File: src/sv/open_address_hash_table_assert.svh
// Assertion macros used by the hash table datapath (oaht_dp).
// Expects clk and arst_n in the scope of each use.
`ifndef OPEN_ADDRESS_HASH_TABLE_ASSERT_SVH
`define OPEN_ADDRESS_HASH_TABLE_ASSERT_SVH

// Condition holds at every clock edge out of reset.
`define OAHT_ASSERT_ALWAYS(lbl, cond, msg) \
	lbl: assert property (@(posedge clk) disable iff (!arst_n) (cond)) else $error(msg);

// Same-cycle implication.
`define OAHT_ASSERT_IMPL(lbl, ante, cons, msg) \
	lbl: assert property (@(posedge clk) disable iff (!arst_n) (ante) |-> (cons)) \
		else $error(msg);

// Next-cycle implication.
`define OAHT_ASSERT_NEXT(lbl, ante, cons, msg) \
	lbl: assert property (@(posedge clk) disable iff (!arst_n) (ante) |=> (cons)) \
		else $error(msg);

`endif

File: src/sv/oaht_pkg.sv
// Package for the open-address hash table: sizes, codes, hash constant and
// the command/status structs between controller and datapath. No dependencies.
package oaht_pkg;

	localparam int SLOTS      = 256;
	localparam int SLOT_BITS  = $clog2(SLOTS);
	localparam int KEY_BITS   = 32;
	localparam int VALUE_BITS = 32;
	localparam int COUNT_BITS = $clog2(SLOTS + 1);
	localparam int OP_BITS    = 2;
	localparam int STAT_BITS  = 2;
	localparam int TAG_BITS   = 2;
	localparam int LOAD_NUM   = 3;
	localparam int LOAD_DEN   = 4;
	localparam int LOAD_LIMIT = SLOTS * LOAD_NUM / LOAD_DEN;

	localparam logic [63:0] HASH_MUL = 64'h9E37_79B9_7F4A_7C15;
	localparam int          HASH_SHIFT = 32;

	localparam logic [OP_BITS-1:0] OP_GET = 2'd0;
	localparam logic [OP_BITS-1:0] OP_SET = 2'd1;
	localparam logic [OP_BITS-1:0] OP_DEL = 2'd2;

	localparam logic [STAT_BITS-1:0] ST_DONE   = 2'd0;
	localparam logic [STAT_BITS-1:0] ST_ABSENT = 2'd1;
	localparam logic [STAT_BITS-1:0] ST_FULL   = 2'd2;

	localparam logic [TAG_BITS-1:0] TAG_EMPTY = 2'd0;
	localparam logic [TAG_BITS-1:0] TAG_LIVE  = 2'd1;
	localparam logic [TAG_BITS-1:0] TAG_TOMB  = 2'd2;

	typedef struct packed {
		logic load;
		logic hash;
		logic home;
		logic step;
		logic examine;
		logic commit;
	} cmd_t;

	typedef struct packed {
		logic probe_done;
	} stat_t;

endpackage

File: src/sv/oaht_ctrl.sv
// Controller of the hash table: sequences hash, probe walk and commit, and
// owns the handshakes of both channels. Depends on oaht_pkg.
module oaht_ctrl (
	input  logic            clk,
	input  logic            arst_n,
	input  logic            in_valid,
	output logic            in_ready,
	output logic            out_valid,
	input  logic            out_ready,
	output oaht_pkg::cmd_t  cmd,
	input  oaht_pkg::stat_t stat
);
	import oaht_pkg::*;

	typedef enum logic [2:0] {IDLE, HASH, HOME, FETCH, PROBE, COMMIT} state_t;

	state_t state_q;
	logic   out_valid_q;
	logic   can_commit;

	assign can_commit = !out_valid_q || out_ready;
	assign in_ready   = (state_q == IDLE);
	assign out_valid  = out_valid_q;

	always_comb begin
		cmd.load    = (state_q == IDLE) && in_valid;
		cmd.hash    = (state_q == HASH);
		cmd.home    = (state_q == HOME);
		cmd.step    = (state_q == FETCH) || (state_q == PROBE);
		cmd.examine = (state_q == PROBE);
		cmd.commit  = (state_q == COMMIT) && can_commit;
	end

	always_ff @(posedge clk or negedge arst_n) begin
		if (!arst_n) begin
			state_q     <= IDLE;
			out_valid_q <= 1'b0;
		end else begin
			if (cmd.commit) begin
				out_valid_q <= 1'b1;
			end else if (out_ready) begin
				out_valid_q <= 1'b0;
			end
			case (state_q)
				IDLE: begin
					if (in_valid) state_q <= HASH;
				end
				HASH:  state_q <= HOME;
				HOME:  state_q <= FETCH;
				FETCH: state_q <= PROBE;
				PROBE: begin
					if (stat.probe_done) state_q <= COMMIT;
				end
				COMMIT: begin
					if (can_commit) state_q <= IDLE;
				end
				default: state_q <= IDLE;
			endcase
		end
	end

endmodule

File: config.mk
export PLATFORM = sky130hd
export DESIGN_NAME = oaht_ctrl
export DESIGN_NICKNAME = d
export VERILOG_FILES = /design/src/sv/open_address_hash_table_assert.svh /design/src/sv/oaht_pkg.sv /design/src/sv/oaht_ctrl.sv
export SDC_FILE = /design/constraint.sdc
export NUM_CORES = 1
export LEC_CHECK = 0
export BUFFER_PORTS_ARGS = -buffer_cell sky130_fd_sc_hd__clkbuf_2
export CAP_MARGIN = 20
export CORE_AREA = 3 3 40 42
export CTS_CLUSTER_DIAMETER = 100
export CTS_CLUSTER_SIZE = 24
export DETAILED_ROUTE_END_ITERATION = 7
export DIE_AREA = 0 0 43 45
export GPL_ROUTABILITY_DRIVEN = 0
export HOLD_SLACK_MARGIN = 0.05
export PLACE_DENSITY = 0.47
export SYNTH_ARGS = -nofsm -noshare
export SYNTH_HDL_FRONTEND = slang
export SYNTH_SLANG_ARGS = --single-unit
File: constraint.sdc
create_clock -name clk -period 2.3 [get_ports clk]
set_clock_uncertainty 0.1 [all_clocks]
set_input_delay 0.23 -clock clk [delete_from_list [all_inputs] [get_ports clk]]
set_output_delay 0.23 -clock clk [all_outputs]
set_load 0.02 [all_outputs]
==> flow_summary_export.csv, run 1 <==
group,metric,value,unit
run_status,outcome,"completed",
final_layout,syn_to_final_growth,37.8,%
power,power,0.488,mW
global_route,antenna_found_initial,0,
logic_synthesis,yosysTopAreaCellShare,0.398,
placed_design,dp_cells,52,
placed_design,dp_slack,0.952,ns
clock_network,htree_num_levels,1,
run,drv_cap,0,
routing,totalWireLength,514,µm
critical_path,max_stage_delay,0.49,ns
logic_synthesis,synth_fa_ha_area_frac,0,
sta,fin_crit,1.58,ns
sta,setup-violations-final,0,
logic_synthesis,yosys.area_share.xor_xnor,0.0348,
final_layout,n_antenna_cell,0,
sta,finalSetupTns,0,ns
critical_path,crit_buf_inv,1,
floorplan,num_rows,13,
clock_network,path_clk_slew,0.04,ns
routing,ant_nets,0,
logic_synthesis,synth_mux_area_frac,0.0398,
critical_path,worstPathCellList,"nor3_2 -> and2_1 -> clkbuf_2",
logic_synthesis,netlist_area,251,µm²
floorplan,pin_count,13,
routing,drt-pass1-iter-count,4,
critical_path,end_kind,"output port",
clock_network,clock_latency,0.23,ns
min_path,min-delay-path-class,"in -> reg",
sta,setup_ws,0.719,ns
global_route,grt_pass1_vias,219,
routing,wire_per_inst,9.18,µm
placed_design,io_buffers,12,
power,p_per_area,1410,nW/µm²
clock_network,cts_root_buf,"clkbuf_4",
critical_path,crit_type,"reg -> out",
clock_network,cts_buffer_depth,2,
critical_path,required,1.97,ns
logic_synthesis,async_reset_ff_frac,1.00,
power,leakage,0.180,nW
routing,drt_iter0_drc,3,
floorplan,die-area,1940,µm²
routing,drc,0,
logic_synthesis,ys.flop_type,"dfrtp_1",
logic_synthesis,synth_top_family_by_area,"simple AND/OR/NAND/NOR gates",
logic_synthesis,yosysTopAreaCell,"dfrtp_1",
routing,dr_total_vias,235,
logic_synthesis,synth_edf_count,0,
critical_path,worst_setup_path_start_kind,"flop",
placed_design,dp_hpwl,419,µm
power,ir_worst_vdd,0.000400,V
sta,worst_pin_slew,0.342,ns
logic_synthesis,yosys.cell_types.count,16,
logic_synthesis,yosys-top-cells-count,"4 x dfrtp_1, 4 x nor2_1, 3 x o21ai_0",
floorplan,start_util,0.196,
global_route,grt_max_degree,11,
logic_synthesis,synth_fp_nets,32,
critical_path,cp.arrival,1.25,ns
critical_path,slowest_stage,"dfrtp_1",
sta,rsz0062_at_grt,"no",
clock_network,numCtsBuffers,3,
clock_network,cts.sinks,4,
sta,finalHoldViolCount,0,
logic_synthesis,synthTopCellsByArea,"dfrtp_1 40%, o21ai_0 6.0%, nand3b_1 6.0%",
floorplan,core,1280,µm²
final_layout,final_cell_count_no_fill,56,
floorplan,die_h,45,µm
logic_synthesis,synth.yosys.seq_area_share,0.398,
floorplan,dieWidth,43,µm
logic_synthesis,yosysWarningCount,0,
logic_synthesis,synth_seq_cells,4,
global_route,grt_pass1_wl,834,µm
logic_synthesis,synth-simple-area-share,0.373,
final_layout,final_nets,48,
critical_path,critPathTopFamily,"flip-flops",
sta,report.final.slew_viol_count,0,
final_layout,drive_above_1_share,0.415,
sta,finalCritPeriodShare,0.687,
logic_synthesis,synth-compound-area-share,0.0896,
sta,maxClockFrequency,632,MHz
logic_synthesis,syn_inst,27,
sta,slew_headroom,0.772,
global_route,grtUsageTotal,0.0594,
global_route,grt.overflow.total,0,
clock_network,tritoncts,"built",
routing,vias_per_cell,4.20,
logic_synthesis,syn_avg_cell_area,9.31,µm²
critical_path,worstPathMaxFanout,10,
-- through the flow --
| stage | instance area (µm²) | hold slack [ns] | util |
|---|---|---|---|
| after floorplan | 251 | -0.166 | - |
| after global routing | 347 | 0.170 | 0.270 |
| after CTS | 347 | 0.165 | 0.270 |
| after global placement | 314 | -0.0581 | 0.244 |
| final | 347 | 0.163 | 0.270 |
| after detailed placement | 314 | -0.0629 | 0.244 |
-- final cells by class --
| cell class | instances | area (µm²) |
|---|---|---|
| Fill cell | 142 | 938 |
| Multi-Input combinational cell | 21 | 135 |
| Sequential cell | 4 | 100 |
| Timing Repair Buffer | 13 | 70.1 |
| Clock buffer | 3 | 22.5 |
| Tap cell | 15 | 18.8 |
-- worst min-delay path: stages --
cell	delay (ns)
clkbuf_2	0.08
o21ai_0	0.07
o21ai_0	0.07
-- logic make-up after synthesis --
group           count (synthesis)
simple gates                   15
compound gates                  4
flops                           4
buf+inv                         2
xor+xnor                        1
mux                             1
-- per-layer routing --
| layer | track usage | wire length, µm | vias up |
|---|---|---|---|
| li1 | - | - | 119 |
| met1 | 0.0707 | 212 | 108 |
| met2 | 0.0898 | 272 | 6 |
| met3 | 0.0120 | 21 | 2 |
| met4 | 0.0542 | 8 | 0 |
| met5 | 0 | 0 | - |
-- path summary, 6_finish.rpt --
path / cells past startpoint / to / slack [ns] / from
min reg2reg: 2 / out_valid$_DFFE_PN0P_ / 0.44 / out_valid$_DFFE_PN0P_
max in group asynchronous: 2 / out_valid$_DFFE_PN0P_ / 1.74 / arst_n
max reg2reg: 2 / state_q[0]$_DFFE_PN0P_ / 1.24 / state_q[0]$_DFFE_PN0P_
max: 3 / cmd[5] / 0.72 / state_q[0]$_DFFE_PN0P_
min in group asynchronous: 2 / state_q[0]$_DFFE_PN0P_ / 0.24 / arst_n
min: 3 / state_q[0]$_DFFE_PN0P_ / 0.16 / in_valid
-- sequential cells by signal (all words and copies together) (netlist names) --
register   cells
state_q        3
out_valid      1
-- timing repair --
item                                   CTS  global route
endpoints found under the hold margin    4             0
hold buffers                             1             0
setup buffers                            0             0
gates resized for setup                  0             0
-- power by group --
| group | total, mW | switching [mW] | internal (mW) |
|---|---|---|---|
| Sequential | 0.162 | 0.0627 | 0.0996 |
| Combinational | 0.243 | 0.135 | 0.108 |
| Clock | 0.0826 | 0.0245 | 0.0581 |
-- cell usage in the layout (no fill, tap or decap) --
master	count
o21ai_0	3
mux2i_1	1
nor3b_1	1
and2_1	2
clkbuf_2	12
nand2b_1	1
nor2b_1	1
nor3_2	1
dfrtp_1	4
nand3b_1	2
nand2_1	2
xnor2_1	1
clkbuf_4	3
dlygate4sd3_1	1
nor2_1	4
nand2b_4	1
a21o_1	1
Power figures use the tool's default switching activity.
==> run 2, diff against run 1 <==
==> constraint.sdc (replaced) <==
create_clock -name clk -period 1.6 [get_ports clk]
set_clock_uncertainty 0.1 [all_clocks]
set_input_delay 0.16 -clock clk [delete_from_list [all_inputs] [get_ports clk]]
set_output_delay 0.16 -clock clk [all_outputs]
set_load 0.02 [all_outputs]
==> flow_summary_export.csv, run 2 (same netlist as run 1, synthesis figures left out) <==
group,metric,value,unit
global_route,grt.overflow.total,0,
critical_path,worst_r2r_endpoint,"state_q[0]$_DFFE_PN0P_",
placed_design,dp_slack,0.317,ns
critical_path,end_kind,"output port",
critical_path,crit_type,"reg -> out",
floorplan,core,1280,µm²
global_route,grt_max_degree,11,
power,ir_worst_vdd,0.000523,V
final_layout,n_antenna_cell,0,
power,p_switching,0.326,mW
clock_network,tritoncts,"built",
sta,report.final.slew_viol_count,0,
floorplan,start_util,0.196,
routing,totalWireLength,555,µm
floorplan,die-area,1940,µm²
clock_network,post_cts_buffers,0,
floorplan,pin_count,13,
sta,fin_crit,1.51,ns
routing,drt_iter0_drc,6,
clock_network,cts_root_buf,"clkbuf_4",
min_path,hold_end,"state_q[0]$_DFFE_PN0P_",
final_layout,largest_register_ffs,3,
critical_path,worst_setup_path_start_kind,"flop",
routing,dr_total_vias,224,
sta,slew_headroom,0.767,
routing,drt-pass1-iter-count,2,
sta,finalHoldViolCount,0,
clock_network,path_clk_slew,0.04,ns
critical_path,cp.arrival,1.25,ns
final_layout,syn_to_final_growth,37.8,%
power,clockPowerShare,0.175,
min_path,holdCritStartpoint,"in_valid",
sta,setup-violations-final,0,
routing,ant_nets,0,
sta,finalCritPeriodShare,0.947,
min_path,hold_depth,3,
final_layout,post-route-util,0.270,
power,combPwrFrac,0.495,
placed_design,io_buffers,12,
sta,worst_pin_slew,0.349,ns
routing,drc,0,
power,seq_power_share,0.330,
global_route,grt_pass1_vias,226,
power,leakage,0.180,nW
floorplan,dieWidth,43,µm
min_path,min-delay-path-class,"in -> reg",
clock_network,numCtsBuffers,3,
floorplan,num_rows,13,
final_layout,layout_commonest_cell,"clkbuf_2",
global_route,grtUsageTotal,0.0628,
clock_network,cts.sinks,4,
critical_path,required,1.34,ns
clock_network,cts_buffer_depth,2,
power,intPower,0.383,mW
sta,rsz0062_at_grt,"no",
run,drv_cap,0,
routing,vias_per_cell,4.00,
clock_network,clock_latency,0.23,ns
global_route,grt_pass1_wl,862,µm
power,p_per_area,2040,nW/µm²
routing,wire_per_inst,9.91,µm
final_layout,top_register,"state_q",
clock_network,htree_num_levels,1,
critical_path,rrSetupSlack,0.52,ns
critical_path,worstPathMaxFanout,10,
run_status,outcome,"completed",
global_route,antenna_found_initial,0,
final_layout,drive_above_1_share,0.415,
critical_path,rr_worst_depth,3,
sta,finalSetupTns,0,ns
critical_path,regToRegStartpoint,"state_q[0]$_DFFE_PN0P_",
power,p_sw_frac,0.460,
final_layout,final_nets,48,
sta,setup_ws,0.0853,ns
final_layout,mostFrequentLayoutCells,"12 x clkbuf_2, 4 x nor2_1, 4 x dfrtp_1",
floorplan,die_h,45,µm
sta,maxClockFrequency,660,MHz
## run 2: cell counts in the layout (fill, tap and decap cells not counted)
Identical to the previous run, type by type.
## run 2: area by class of cell
| type | count | area [µm²] |
|---|---|---|
| clock buffers | 3 | 22.5 |
| flip-flops and latches | 4 | 100 |
| fillers | 140 | 938 |
| well taps | 15 | 18.8 |
| multi-input cells | 21 | 135 |
| repair buffers | 13 | 70.1 |
## run 2: worst max-delay path, cell delays in order, from the launching register on
cell	delay (ns)
dfrtp_1	0.49
nor3_2	0.23
and2_1	0.14
clkbuf_2	0.16
## run 2: timing repair
action / 4_1_cts / 5_1_grt
endpoints found under the hold margin: 4 / 0
hold buffers: 1 / 0
gates resized for setup: 0 / 0
## run 2: routing by layer
layer	share of wire	GRT usage
met1	0.42	0.0709
met2	0.54	0.0928
met4	0	0.0723
met3	0.034	0.0120
met5	0	0
## run 2: power groups by stage
stage,logic (mW),clock network (mW),registers [mW]
2_1_floorplan,0.328,0,0.180
3_3_place_gp,0.357,0,0.237
3_5_place_dp,0.354,0,0.236
4_1_cts,0.357,0.130,0.233
5_1_grt,0.383,0.135,0.245
6_report,0.351,0.124,0.234
## run 2: worst max-delay path by stage
stage | startpoint | end | slack [ns] | depth (start not counted)
floorplan | state_q[0]$_DFFE_PN0P_ | cmd[5] | 0.19 | 3
global placement | state_q[0]$_DFFE_PN0P_ | cmd[5] | 0.31 | 3
detailed placement | state_q[0]$_DFFE_PN0P_ | cmd[5] | 0.32 | 3
CTS | state_q[0]$_DFFE_PN0P_ | cmd[5] | 0.07 | 3
global route | state_q[0]$_DFFE_PN0P_ | cmd[5] | 0.007 | 3
finish | state_q[0]$_DFFE_PN0P_ | cmd[5] | 0.09 | 3
## run 2: stage by stage
| step | power (mW) | cells | cell area (µm²) | hold WS [ns] |
|---|---|---|---|---|
| 2_1_floorplan | 0.508 | 27 | 251 | -0.236 |
| 6_report | 0.709 | 56 | 347 | 0.101 |
| 3_3_place_gp | 0.594 | 52 | 314 | -0.129 |
| 5_1_grt | 0.763 | 56 | 347 | 0.116 |
| 3_5_place_dp | 0.590 | 52 | 314 | -0.134 |
| 4_1_cts | 0.720 | 56 | 347 | 0.0906 |
